File: src/rcpd_pkg.sv
// Package for the RC receiver PPM/PWM pulse decoder.
// Holds the timing thresholds, the field widths and the default channel count.
// No dependencies; used by rc_ppm_pwm_input_decoder_top.
`timescale 1ns / 1ps

package rcpd_pkg;

    localparam int NUM_CHANNELS_DEF = 8;

    localparam int CH_W    = 3;
    localparam int STAMP_W = 16;
    localparam int WIDTH_W = 16;

    localparam int S_TDATA_W = 24;  // channel + stamp, padded to bytes
    localparam int M_TDATA_W = 24;  // width + rc_active + expect_rising, padded

    localparam logic [STAMP_W-1:0] PPM_SYNC_GAP  = 16'd4000;
    localparam logic [STAMP_W-1:0] PPM_MIN_PULSE = 16'd750;
    localparam logic [STAMP_W-1:0] PPM_MAX_PULSE = 16'd2250;
    localparam logic [WIDTH_W-1:0] CENTER_WIDTH  = 16'd1500;

    typedef enum logic {
        MODE_CAPTURE = 1'b0,
        MODE_READ    = 1'b1
    } t_mode;

    // Interval between two timer stamps. A later stamp gives the plain
    // difference; otherwise the interval is one count short of the
    // difference, so equal stamps give all ones.
    function automatic logic [STAMP_W-1:0] wrap_interval(
        input logic [STAMP_W-1:0] from_stamp,
        input logic [STAMP_W-1:0] to_stamp
    );
        logic [STAMP_W-1:0] diff;
        diff = to_stamp - from_stamp;
        if (to_stamp > from_stamp) begin
            return diff;
        end
        return diff - STAMP_W'(1);
    endfunction

endpackage

File: src/rc_ppm_pwm_input_decoder_top.sv
// Top level of the RC receiver PPM/PWM pulse decoder.
// Depends on rcpd_pkg for thresholds, widths and the wrap function.
//
//  Channel  | Direction | tdata (low bit up)                      | tuser
//  ---------+-----------+-----------------------------------------+-------
//  s (in)   | request   | channel[2:0], stamp[18:3]               | mode
//  m (out)  | result    | width[15:0], rc_active[16], exp_rise[17] | -
//  cfg      | write     | use_ppm (1 bit)                         | -
//
// One request is taken per cycle while the output is not stalled. A request is held
// in the input register, then the decode and state update happen in one pass and
// the result lands in the output register.
// Reset is synchronous and active low; it restores every width to 1500.
// A stalled output holds the result; the input register still empties into it
// in the same cycle the result is taken.
`timescale 1ns / 1ps

module rc_ppm_pwm_input_decoder_top #(
    parameter int NUM_CHANNELS = rcpd_pkg::NUM_CHANNELS_DEF
) (
    input  logic                           i_clk,
    input  logic                           i_rst_n,
    // configuration
    input  logic                           i_cfg_we,
    input  logic                           i_cfg_wdata,   // use_ppm
    // request stream
    input  logic                           i_s_tvalid,
    output logic                           o_s_tready,
    input  logic [rcpd_pkg::S_TDATA_W-1:0] i_s_tdata,     // channel, stamp, zeros
    input  logic                           i_s_tuser,     // mode
    // result stream
    output logic                           o_m_tvalid,
    input  logic                           i_m_tready,
    output logic [rcpd_pkg::M_TDATA_W-1:0] o_m_tdata      // width, rc_active,
                                                          // expect_rising, zeros
);
    import rcpd_pkg::*;

    localparam int IDX_W  = (NUM_CHANNELS > 1) ? $clog2(NUM_CHANNELS) : 1;
    localparam int SLOT_W = $clog2(NUM_CHANNELS + 1);
    localparam logic [SLOT_W-1:0] SLOT_MAX = SLOT_W'(NUM_CHANNELS);

    // Input register
    logic               r_in_valid;
    t_mode              r_in_mode;
    logic [CH_W-1:0]    r_in_ch;
    logic [STAMP_W-1:0] r_in_stamp;

    // Decoder state
    logic                r_use_ppm;
    logic [WIDTH_W-1:0]  r_pulse_width [NUM_CHANNELS];
    logic [STAMP_W-1:0]  r_rise_stamp  [NUM_CHANNELS];
    logic [NUM_CHANNELS-1:0] r_high_phase;
    logic [STAMP_W-1:0]  r_ppm_now;
    logic [SLOT_W-1:0]   r_ppm_slot;
    logic                r_seen_active;

    logic [WIDTH_W-1:0]  n_pulse_width [NUM_CHANNELS];
    logic [STAMP_W-1:0]  n_rise_stamp  [NUM_CHANNELS];
    logic [NUM_CHANNELS-1:0] n_high_phase;
    logic [STAMP_W-1:0]  n_ppm_now;
    logic [SLOT_W-1:0]   n_ppm_slot;
    logic                n_seen_active;

    // Output register
    logic                 r_out_valid;
    logic [WIDTH_W-1:0]   r_out_width;
    logic                 r_out_active;
    logic                 r_out_rising;
    logic [WIDTH_W-1:0]   n_out_width;
    logic                 n_out_rising;

    logic               advance;
    logic               ch_valid;
    logic [IDX_W-1:0]   ch_idx;
    logic [IDX_W-1:0]   slot_idx;
    logic [STAMP_W-1:0] ppm_gap;
    logic [STAMP_W-1:0] pwm_gap;

    assign advance    = r_in_valid && (!r_out_valid || i_m_tready);
    assign o_s_tready = !r_in_valid || advance;

    assign ch_valid = 32'(r_in_ch) < NUM_CHANNELS;
    assign ch_idx   = IDX_W'(r_in_ch);
    assign slot_idx = IDX_W'(r_ppm_slot);
    assign ppm_gap  = wrap_interval(r_ppm_now, r_in_stamp);
    assign pwm_gap  = wrap_interval(r_rise_stamp[ch_idx], r_in_stamp);

    always_comb begin
        for (int i = 0; i < NUM_CHANNELS; i++) begin
            n_pulse_width[i] = r_pulse_width[i];
            n_rise_stamp[i]  = r_rise_stamp[i];
        end
        n_high_phase  = r_high_phase;
        n_ppm_now     = r_ppm_now;
        n_ppm_slot    = r_ppm_slot;
        n_seen_active = r_seen_active;

        if (r_in_mode == MODE_CAPTURE) begin
            if (r_use_ppm) begin
                if (r_in_ch == '0) begin
                    n_ppm_now     = r_in_stamp;
                    n_seen_active = 1'b1;
                    if (ppm_gap > PPM_SYNC_GAP) begin
                        n_ppm_slot = '0;
                    end else if (r_ppm_slot < SLOT_MAX) begin
                        if (ppm_gap > PPM_MIN_PULSE && ppm_gap < PPM_MAX_PULSE) begin
                            n_pulse_width[slot_idx] = ppm_gap;
                        end
                        n_ppm_slot = r_ppm_slot + SLOT_W'(1);
                    end
                end
            end else if (ch_valid) begin
                if (r_in_ch == '0) begin
                    n_seen_active = 1'b1;
                end
                if (!r_high_phase[ch_idx]) begin
                    n_rise_stamp[ch_idx] = r_in_stamp;
                    n_high_phase[ch_idx] = 1'b1;
                end else begin
                    n_pulse_width[ch_idx] = pwm_gap;
                    n_high_phase[ch_idx]  = 1'b0;
                end
            end
        end

        n_out_width  = ch_valid ? n_pulse_width[ch_idx] : '0;
        n_out_rising = ch_valid && !r_use_ppm && !n_high_phase[ch_idx];
    end

    always_ff @(posedge i_clk) begin
        if (!i_rst_n) begin
            r_in_valid <= 1'b0;
        end else if (o_s_tready) begin
            r_in_valid <= i_s_tvalid;
        end
        if (o_s_tready && i_s_tvalid) begin
            r_in_mode  <= t_mode'(i_s_tuser);
            r_in_ch    <= i_s_tdata[CH_W-1:0];
            r_in_stamp <= i_s_tdata[CH_W +: STAMP_W];
        end
    end

    always_ff @(posedge i_clk) begin
        if (!i_rst_n) begin
            r_use_ppm <= 1'b0;
        end else if (i_cfg_we) begin
            r_use_ppm <= i_cfg_wdata;
        end
    end

    always_ff @(posedge i_clk) begin
        if (!i_rst_n) begin
            for (int i = 0; i < NUM_CHANNELS; i++) begin
                r_pulse_width[i] <= CENTER_WIDTH;
                r_rise_stamp[i]  <= '0;
            end
            r_high_phase  <= '0;
            r_ppm_now     <= '0;
            r_ppm_slot    <= '0;
            r_seen_active <= 1'b0;
        end else if (advance) begin
            for (int i = 0; i < NUM_CHANNELS; i++) begin
                r_pulse_width[i] <= n_pulse_width[i];
                r_rise_stamp[i]  <= n_rise_stamp[i];
            end
            r_high_phase  <= n_high_phase;
            r_ppm_now     <= n_ppm_now;
            r_ppm_slot    <= n_ppm_slot;
            r_seen_active <= n_seen_active;
        end
    end

    always_ff @(posedge i_clk) begin
        if (!i_rst_n) begin
            r_out_valid <= 1'b0;
        end else if (advance) begin
            r_out_valid <= 1'b1;
        end else if (i_m_tready) begin
            r_out_valid <= 1'b0;
        end
        if (advance) begin
            r_out_width  <= n_out_width;
            r_out_active <= n_seen_active;
            r_out_rising <= n_out_rising;
        end
    end

    assign o_m_tvalid = r_out_valid;
    assign o_m_tdata  = {(M_TDATA_W - WIDTH_W - 2)'(0), r_out_rising, r_out_active,
                         r_out_width};

endmodule

File: config.mk
export PLATFORM = sky130hd
export DESIGN_NAME = rc_ppm_pwm_input_decoder_top
export DESIGN_NICKNAME = d
export VERILOG_FILES = /design/src/rcpd_pkg.sv /design/src/rc_ppm_pwm_input_decoder_top.sv
export SDC_FILE = /design/constraint.sdc
export NUM_CORES = 1
export LEC_CHECK = 0
export BUFFER_PORTS_ARGS = -buffer_cell sky130_fd_sc_hd__buf_2
export CORE_MARGIN = 5
export CORE_UTILIZATION = 25
export CTS_CLUSTER_SIZE = 12
export DETAILED_ROUTE_END_ITERATION = 8
export PLACE_DENSITY = 0.5
export SKIP_CTS_REPAIR_TIMING = 1
export SLEW_MARGIN = 10
export SYNTH_ARGS = -nofsm -noshare
export SYNTH_HDL_FRONTEND = slang
export SYNTH_SLANG_ARGS = --single-unit
File: constraint.sdc
create_clock -name i_clk -period 27.7 [get_ports i_clk]
set_clock_uncertainty 0.15 [all_clocks]
set_input_delay 5.54 -clock i_clk [delete_from_list [all_inputs] [get_ports i_clk]]
set_output_delay 5.54 -clock i_clk [all_outputs]
set_load 0.005 [all_outputs]
==> results.cfg, run 1 <==
[cts]
htree_levels = 2
cts_tree = built
cts_buffers = 41
clock_sink_count = 329
clockBufferDepth = 3
clk_latency_ns = 0.58
cts-root-buf = clkbuf_16
cts.clk_slew.worst_paths_ns = 0.06

[grt]
overflow = 0
antenna_found_initial = 4
grt_max_degree = 143
grt_pass1_vias = 19656
grt_usage_pct = 17.76
grt_pass1_wl_um = 133000

[worst_setup_path]
path_max_fanout = 4
startpoint_type = input pin
cp_data_required_time_ns = 22.01
crit_type = in2out
end_kind = output pin
cp.arrival_ns = 6.33

[synthesis]
yosys_warnings = 0
yosysSeqAreaShare_pct = 41.77
synthFlopType = edfxtp_1
synthDistinctLibCells = 107
synth_area_um2 = 22810
synth_cells = 2588
async_flop_share_pct = 0
yosys.area.top_type_share_pct = 38.70
ys_seq_elements = 329
ys_top_cells_by_area = edfxtp_1 39%, nand2_1 8.2%, a21oi_1 6.3%, nor2_1 3.4%, mux4_2 3.3%
avgSynthCellArea_um2 = 8.815
yosysTopAreaCell = edfxtp_1
synth_edf_count = 294

[routing]
drtIter0Drc = 2932
drc = 0
routed_wl_um = 90880
wire_per_inst_um = 24.18
routed_via_density = 5.596
ant_nets = 0
dr.pass1.iters = 7
vias = 21031

[cells_and_area]
regArea_um2 = 9535
syn2layout_area_growth_pct = 12.91
nets = 2615
drive_gt1_share_pct = 12.05
final_common_cell = nand2_1
fillers = 9595
multi_input_area_um2 = 12340
fin_area_um2 = 25760
mostFrequentLayoutCells = 496 x nand2_1, 294 x edfxtp_1, 284 x a21oi_1, 200 x nor2_1, 111 x o21ai_0

[placed_design]
placed_cell_area_um2 = 24390
place.port_buffers = 45
dp_hpwl_um = 57080
place.gp.congestion = 0.8833
post-place-ws_ns = 15.64

[timing]
period_minus_slack_ns = 12.02
tns_ns = 0
period_share_pct = 43.38
setup_violations = 0
slew_headroom_pct = 19.67
hold_viol_final = 0
setup_slack_ns = 15.68
whs_ns = 0.3032
worstMarginPinSlew_ns = 1.196
drv_slew = 0
rsz0062_at_grt = no
max_freq_mhz = 83.21

[pwr]
p_leak_nw = 8.783
power_density_nw_per_um2 = 57.76
vdd_drop_max_mv = 0.04003

[floorplanning]
num_rows = 110
dieHeight_um = 312.1
start_util_pct = 25.27
io_pins = 57
die_area_um2 = 97390
die_x_um = 312.1
core_area_um2 = 90290

[job]
drv_cap = 0

[outcome]
outcome = finished, final reports clean

[worst_hold_path]
min_path_type = reg2reg
metal layers:
layer | wire length [µm] | global-route usage [%]
met1 | 38760 | 24.38
met2 | 39580 | 27.19
met3 | 8940 | 4.446
met4 | 3584 | 6.453
met5 | 13 | 0
cell type report:
class | count | area share (%)
clock buffer | 49 | 4.304
timing repair buffer | 128 | 3.342
inverter | 48 | 0.7044
tap | 1176 | 5.713
sequential | 329 | 37.02
antenna | 2 | 0.01943
multi-input combinational | 1999 | 47.91
clock inverter | 27 | 0.9910
where the power goes:
part / leakage, nW / switching (mW) / internal [mW]
combinational: 4.97 / 0.233 / 0.104
clock: 0.667 / 0.236 / 0.324
sequential: 3.15 / 0.0184 / 0.572
total: 8.78 / 0.488 / 1.00
flip-flops by register name, summed over array words and instances, names as in the netlist, named ones only:
signal,flops
o_m_tvalid,1
r_ppm_slot,4
r_high_phase,8
r_in_valid,1
r_in_mode,1
r_out_active,1
ch_idx,3
r_in_stamp,16
r_seen_active,1
r_out_rising,1
r_rise_stamp,128
r_pulse_width,128
r_use_ppm,1
r_out_width,16
r_ppm_now,16
per-stage QoR:
stage | total power [mW] | utilization, % | cells
5_1_grt | 1.547 | 28.52 | 3756
2_1_floorplan | 0.8136 | - | 2593
4_1_cts | 1.495 | 28.52 | 3756
3_3_place_gp | 0.9312 | 27.01 | 3680
3_5_place_dp | 0.9322 | 27.01 | 3680
6_report | 1.488 | 28.53 | 3758
path summary, 6_finish.rpt:
check / startpoint / end / slack (ns) / cells past startpoint
setup / recovery: i_m_tready / o_s_tready / 15.68 / 4
hold / removal: r_ppm_now[13]$_SDFFE_PN0P_ / r_ppm_now[13]$_SDFFE_PN0P_ / 0.30 / 2
setup reg to reg: r_in_stamp[1]$_DFFE_PP_ / r_out_width[5]$_DFFE_PP_ / 19.98 / 17
hold reg to reg: r_ppm_now[13]$_SDFFE_PN0P_ / r_ppm_now[13]$_SDFFE_PN0P_ / 0.30 / 2
synthesized netlist by cell type, types with 12 or more instances:
cell type,n
o21ai_0,113
nand3_1,82
o211ai_1,33
mux2i_1,61
a211o_1,18
buf_1,32
nand4_1,12
edfxtp_1,294
nor2b_1,13
mux2_2,27
o31ai_1,12
o21a_1,12
xnor2_1,24
nor2_1,206
a22oi_1,82
nand2_1,499
dfxtp_1,35
o22ai_1,21
inv_1,47
xor2_1,15
and2_1,30
a211oi_1,17
or3_1,20
nand2b_1,17
nor3_1,43
mux4_2,33
a21oi_1,285
a221oi_1,23
a21o_1,21
clkbuf_1,166
and3_1,15
a31oi_1,25
ha_1,35
cell families (layout without fill, tap and decap cells):
| group | count (synthesis) | after routing | synth area share [%] |
|---|---|---|---|
| other cells | 1 | 8 | 0.01644 |
| mux | 121 | 121 | 7.267 |
| xor+xnor | 42 | 42 | 1.810 |
| fa+ha+maj | 37 | 37 | 2.095 |
| simple gates | 1004 | 1004 | 19.85 |
| flops | 329 | 329 | 41.77 |
| compound gates | 789 | 789 | 22.53 |
| buf+inv | 265 | 252 | 4.667 |
worst max-delay path, stage by stage:
cell and delay (ns):
buf_2 0.10, nor2b_1 0.38, nand2_1 0.13, buf_2 0.17
No activity file was read; power rests on OpenSTA's default activity.
==> inputs of run 2 (changes only) <==
--- a/config.mk
+++ b/config.mk
@@ -10,7 +10,7 @@
 export CORE_UTILIZATION = 25
 export CTS_CLUSTER_SIZE = 12
 export DETAILED_ROUTE_END_ITERATION = 8
-export PLACE_DENSITY = 0.5
+export PLACE_DENSITY = 0.51
 export SKIP_CTS_REPAIR_TIMING = 1
 export SLEW_MARGIN = 10
 export SYNTH_ARGS = -nofsm -noshare
==> constraint.sdc (replaced) <==
create_clock -name i_clk -period 10.29 [get_ports i_clk]
set_clock_uncertainty 0.15 [all_clocks]
set_input_delay 2.058 -clock i_clk [delete_from_list [all_inputs] [get_ports i_clk]]
set_output_delay 2.058 -clock i_clk [all_outputs]
set_load 0.005 [all_outputs]
==> run 2 against run 1 <==
Worst hold slack worse by 0.00087 ns; combinational power rose to 2.7 times the previous value; utilization down 0.082 points; highest routed layer unchanged; largest power group unchanged; final cell count about the same; first-iteration DRC count down 11%.
==> results.cfg, run 2 (synthesis results as in run 1) <==
[timing]
rsz0062_at_grt = no
tns_ns = 0
hold_viol_final = 0
setup_slack_ns = 2.962
period_share_pct = 71.22
period_minus_slack_ns = 7.328
drv_slew = 0
max_freq_mhz = 136.5
worstMarginPinSlew_ns = 1.184
setup_violations = 0
slew_headroom_pct = 20.52

[floorplanning]
num_rows = 110
die_x_um = 312.1
dieHeight_um = 312.1
core_area_um2 = 90290
io_pins = 57
start_util_pct = 25.27
die_area_um2 = 97390

[worst_setup_path]
cp_slowest_cell = nor3_2
path_cells = inv_1 > fa_1 > nand2b_1 > a211oi_1 > o21ai_1 > a21oi_2 > mux2i_1 > buf_4 > a2111oi_0 > o21a_1 > nor4_4 > nand3b_1 > nor3_2 > buf_4 > nor2_1 > a311oi_1 > o22ai_1 > or4_1
cp_data_required_time_ns = 10.43
slowest_delay_ns = 0.89
critPathLaunch = r_in_stamp[1]$_DFFE_PP_
cp.arrival_ns = 7.47
cpMostUsedCell = buf_4
crit_type = reg2reg
path_max_fanout = 17
startpoint_type = flip-flop
end_kind = flip-flop
reg2reg_from = r_in_stamp[1]$_DFFE_PP_

[cts]
cts_buffers = 41
clk_latency_ns = 0.59
clockBufferDepth = 3
cts.clk_slew.worst_paths_ns = 0.06
clock_sink_count = 329
htree_levels = 2
cts_tree = built
cts-root-buf = clkbuf_16

[grt]
grt_pass1_wl_um = 132100
grt_pass1_vias = 19696
overflow = 0
grt_usage_pct = 17.61
grt_max_degree = 93
antenna_found_initial = 4

[cells_and_area]
stdcell_count = 3761
reg_top3 = r_pulse_width x128, r_rise_stamp x128
syn2layout_area_growth_pct = 12.58
final_common_cell = nand2_1
nets = 2619
drive_gt1_share_pct = 11.81
mostFrequentLayoutCells = 497 x nand2_1, 294 x edfxtp_1, 284 x a21oi_1, 200 x nor2_1, 111 x o21ai_0
fillers = 9615

[worst_hold_path]
min_path_type = reg2reg
min_from = r_ppm_now[14]$_SDFFE_PN0P_

[pwr]
power_density_nw_per_um2 = 153.1
power_mw = 3.931
p_leak_nw = 8.742
vdd_drop_max_mv = 0.1002

[placed_design]
place.port_buffers = 45
post-place-ws_ns = 3.113
dp_hpwl_um = 56650
dpl.cell_count = 3684
place.gp.congestion = 0.8756

[routing]
drc = 0
drtIter0Drc = 2613
wire_per_inst_um = 23.91
vias = 21028
routed_via_density = 5.591
routed_wl_um = 89930
ant_nets = 0
dr.pass1.iters = 6

[outcome]
outcome = finished, final reports clean

[job]
drv_cap = 0
==> run 2: cell types whose count changed in the layout (fill, tap and decap cells not counted), sizes merged <==
cell	previous run	this run
clkbuf	49	63
clkinv	23	10
buf	128	132
bufinv	4	1
diode	2	3
==> run 2: routing by layer <==
layer | global-route usage, % | up-vias | share of wire (%)
met5 | 0 | - | 0.014
met4 | 5.842 | 2 | 3.5
met3 | 4.234 | 186 | 9.4
met2 | 27.10 | 1033 | 44
met1 | 24.41 | 10259 | 43
li1 | - | 9548 | -
==> run 2: path summary, 6_finish.rpt <==
path | endpoint | slack [ns] | cells after the start
setup / recovery | r_out_width[11]$_DFFE_PP_ | 2.96 | 18
hold / removal | r_ppm_now[14]$_SDFFE_PN0P_ | 0.30 | 2
setup reg to reg | r_out_width[11]$_DFFE_PP_ | 2.96 | 18
hold reg to reg | r_ppm_now[14]$_SDFFE_PN0P_ | 0.30 | 2
==> run 2: cell type report <==
| type | count | area [µm²] | share of cell area, % |
|---|---|---|---|
| clock buffers | 63 | 1181 | 4.599 |
| inverters | 48 | 181.4 | 0.7064 |
| diodes | 3 | 7.507 | 0.02923 |
| well taps | 1176 | 1471 | 5.729 |
| multi-input cells | 1999 | 12330 | 48.01 |
| clock inverters | 11 | 83.83 | 0.3264 |
| repair buffers | 132 | 890.9 | 3.469 |
| flip-flops and latches | 329 | 9535 | 37.13 |
==> run 2: critical path, delay by kind of cell (launching register included) <==
kind / cells / cell delay (ns)
simple gates: 6 / 2.37
compound gates: 7 / 2.37
flops: 1 / 0.75
buf+inv: 3 / 0.72
fa+ha+maj: 1 / 0.52
mux: 1 / 0.16
==> run 2: power breakdown <==
part	internal, mW	switching (mW)
Sequential	1.54	0.0508
Combinational	0.286	0.624
Clock	0.814	0.617
==> run 2: per-stage QoR <==
stage | util (%) | instance area [µm²] | hold slack [ns]
after floorplan | - | 22830 | 0.2811
after global placement | 27.03 | 24410 | 0.2938
after detailed placement | 27.04 | 24410 | 0.2978
after CTS | 28.44 | 25680 | 0.3057
after global routing | 28.44 | 25680 | 0.3232
final | 28.45 | 25680 | 0.3023
==> inputs of run 3 (changes only) <==
==> constraint.sdc (replaced) <==
create_clock -name i_clk -period 6.7 [get_ports i_clk]
set_clock_uncertainty 0.15 [all_clocks]
set_input_delay 1.34 -clock i_clk [delete_from_list [all_inputs] [get_ports i_clk]]
set_output_delay 1.34 -clock i_clk [all_outputs]
set_load 0.005 [all_outputs]
==> run 3 against run 2 <==
Final area up 1.9%; critical endpoint is now r_out_width[4]$_DFFE_PP_; combinational power up 60%; total power up 59%; global-route usage up 0.30 points; largest power group unchanged; non-clock buffer count up 47; via count up 1.5%; die area unchanged; clock-buffer cell count down 4; final cell count up 1.3%.
==> results.cfg, run 3 (synthesis results as in run 1) <==
[floorplanning]
die_area_um2 = 97390
core_area_um2 = 90290
start_util_pct = 25.27
num_rows = 110
dieHeight_um = 312.1
io_pins = 57
die_x_um = 312.1

[grt]
grt_max_degree = 127
grt_pass1_vias = 20243
antenna_found_initial = 2
grt_usage_pct = 17.91
overflow = 0
grt_pass1_wl_um = 135100

[routing]
wire_per_inst_um = 24.03
wl_met1_um = 39070
dr.pass1.iters = 8
dr.max_layer_used = met5
met2_length_um = 40550
vias = 21342
routed_wl_um = 91580
wl_met3_um = 8402
drc = 0
routed_via_density = 5.600
drtIter0Drc = 2621
ant_nets = 0

[pwr]
vdd_drop_max_mv = 0.1645
p_int_mw = 4.191
p_leak_nw = 9.059
seq_power_share_pct = 39.1
comb_power_share_pct = 23.2
p_clk_share_pct = 37.7
switching_share_pct = 33.00
power_density_nw_per_um2 = 239.0
p_sw_mw = 2.065
power_mw = 6.256

[timing]
drv_slew = 0
worstMarginPinSlew_ns = 1.222
period_share_pct = 94.49
period_minus_slack_ns = 6.331
hold_viol_final = 0
whs_ns = 0.3031
max_freq_mhz = 158.0
rsz0062_at_grt = no
slew_headroom_pct = 18.50
setup_violations = 0
tns_ns = 0

[worst_setup_path]
cp_data_required_time_ns = 6.84
path_max_fanout = 7
crit_type = reg2reg
cp.arrival_ns = 6.48
end_kind = flip-flop
startpoint_type = flip-flop

[placed_design]
dp_hpwl_um = 59660
place.gp.congestion = 0.8933
place.port_buffers = 45

[cells_and_area]
nets = 2668
syn2layout_area_growth_pct = 14.75
antennaDiodeCount = 0
multi_input_area_um2 = 12330
regArea_um2 = 9535
drive_gt1_share_pct = 13.66
reg_top3 = r_pulse_width x128, r_rise_stamp x128
fillers = 9591
final_common_cell = nand2_1
mostFrequentLayoutCells = 496 x nand2_1, 294 x edfxtp_1, 284 x a21oi_1, 202 x nor2_1, 131 x buf_4

[cts]
clock_sink_count = 329
clk_latency_ns = 0.61
clockBufferDepth = 3
cts-root-buf = clkbuf_16
cts_buffers = 43
cts.clk_slew.worst_paths_ns = 0.06
htree_levels = 2
cts_tree = built

[job]
drv_cap = 0

[outcome]
outcome = finished, final reports clean

[worst_hold_path]
min_path_type = reg2reg
run 3: changes by cell type in the layout (fill, tap and decap cells not counted), sizes merged:
cell      before  now
clkinvlp       2    1
clkbuf        63   59
inv           46   48
bufinv         1    3
diode          3    0
clkinv        10   17
buf          132  179
run 3: metrics by stage:
step           cells  cell area, µm²  worst slack [ns]  utilization, %
2_1_floorplan   2593           22840            0.9293               -
3_3_place_gp    3731           24790            0.5476           27.45
3_5_place_dp    3731           24790            0.4819           27.45
4_1_cts         3811           26180            0.4898           28.99
5_1_grt         3811           26180            0.1506           28.99
6_report        3811           26180            0.3691           28.99
run 3: area by class of cell:
class / count / area share (%)
flip-flops and latches: 329 / 36.43
clock inverters: 21 / 0.8173
multi-input cells: 1999 / 47.10
repair buffers: 179 / 4.847
well taps: 1176 / 5.621
clock buffers: 59 / 4.498
inverters: 48 / 0.6931
run 3: routing by layer:
metal  track usage (%)  vias up
li1                  -     9673
met1             24.47    10426
met2             28.12     1036
met3             3.764      203
met4             6.473        4
met5                 0        -
run 3: power by group through the flow:
| stage | clock network [mW] | logic [mW] | registers (mW) |
|---|---|---|---|
| final | 2.36 | 1.45 | 2.44 |
| after global routing | 2.48 | 1.55 | 2.45 |
| after CTS | 2.40 | 1.43 | 2.44 |
| after detailed placement | 0 | 1.43 | 2.48 |
| after global placement | 0 | 1.42 | 2.48 |
| after floorplan | 0 | 0.896 | 2.46 |
run 3: path summary, 6_finish.rpt:
| check | from | endpoint | slack, ns | cells after the start |
|---|---|---|---|---|
| setup / recovery | r_in_stamp[0]$_DFFE_PP_ | r_out_width[4]$_DFFE_PP_ | 0.37 | 18 |
| setup reg to reg | r_in_stamp[0]$_DFFE_PP_ | r_out_width[4]$_DFFE_PP_ | 0.37 | 18 |
| hold reg to reg | r_ppm_now[2]$_SDFFE_PN0P_ | r_ppm_now[2]$_SDFFE_PN0P_ | 0.30 | 2 |
| hold / removal | r_ppm_now[2]$_SDFFE_PN0P_ | r_ppm_now[2]$_SDFFE_PN0P_ | 0.30 | 2 |
run 3: worst max-delay path: stages, from the launching register on:
cell and delay, ns:
edfxtp_1 0.35, inv_1 0.12, ha_1 0.25, fa_1 0.43, xor2_1 0.45, and3_1 0.31, nand2_1 0.08, o31ai_2 0.30
xnor2_1 0.29, a2111oi_0 0.76, o21a_1 0.23, nor4_4 0.07, nand3b_1 0.22, nor3_2 0.67, buf_4 0.33, mux2i_1 0.25
o32ai_1 0.10, nor4bb_1 0.42, o311ai_1 0.26
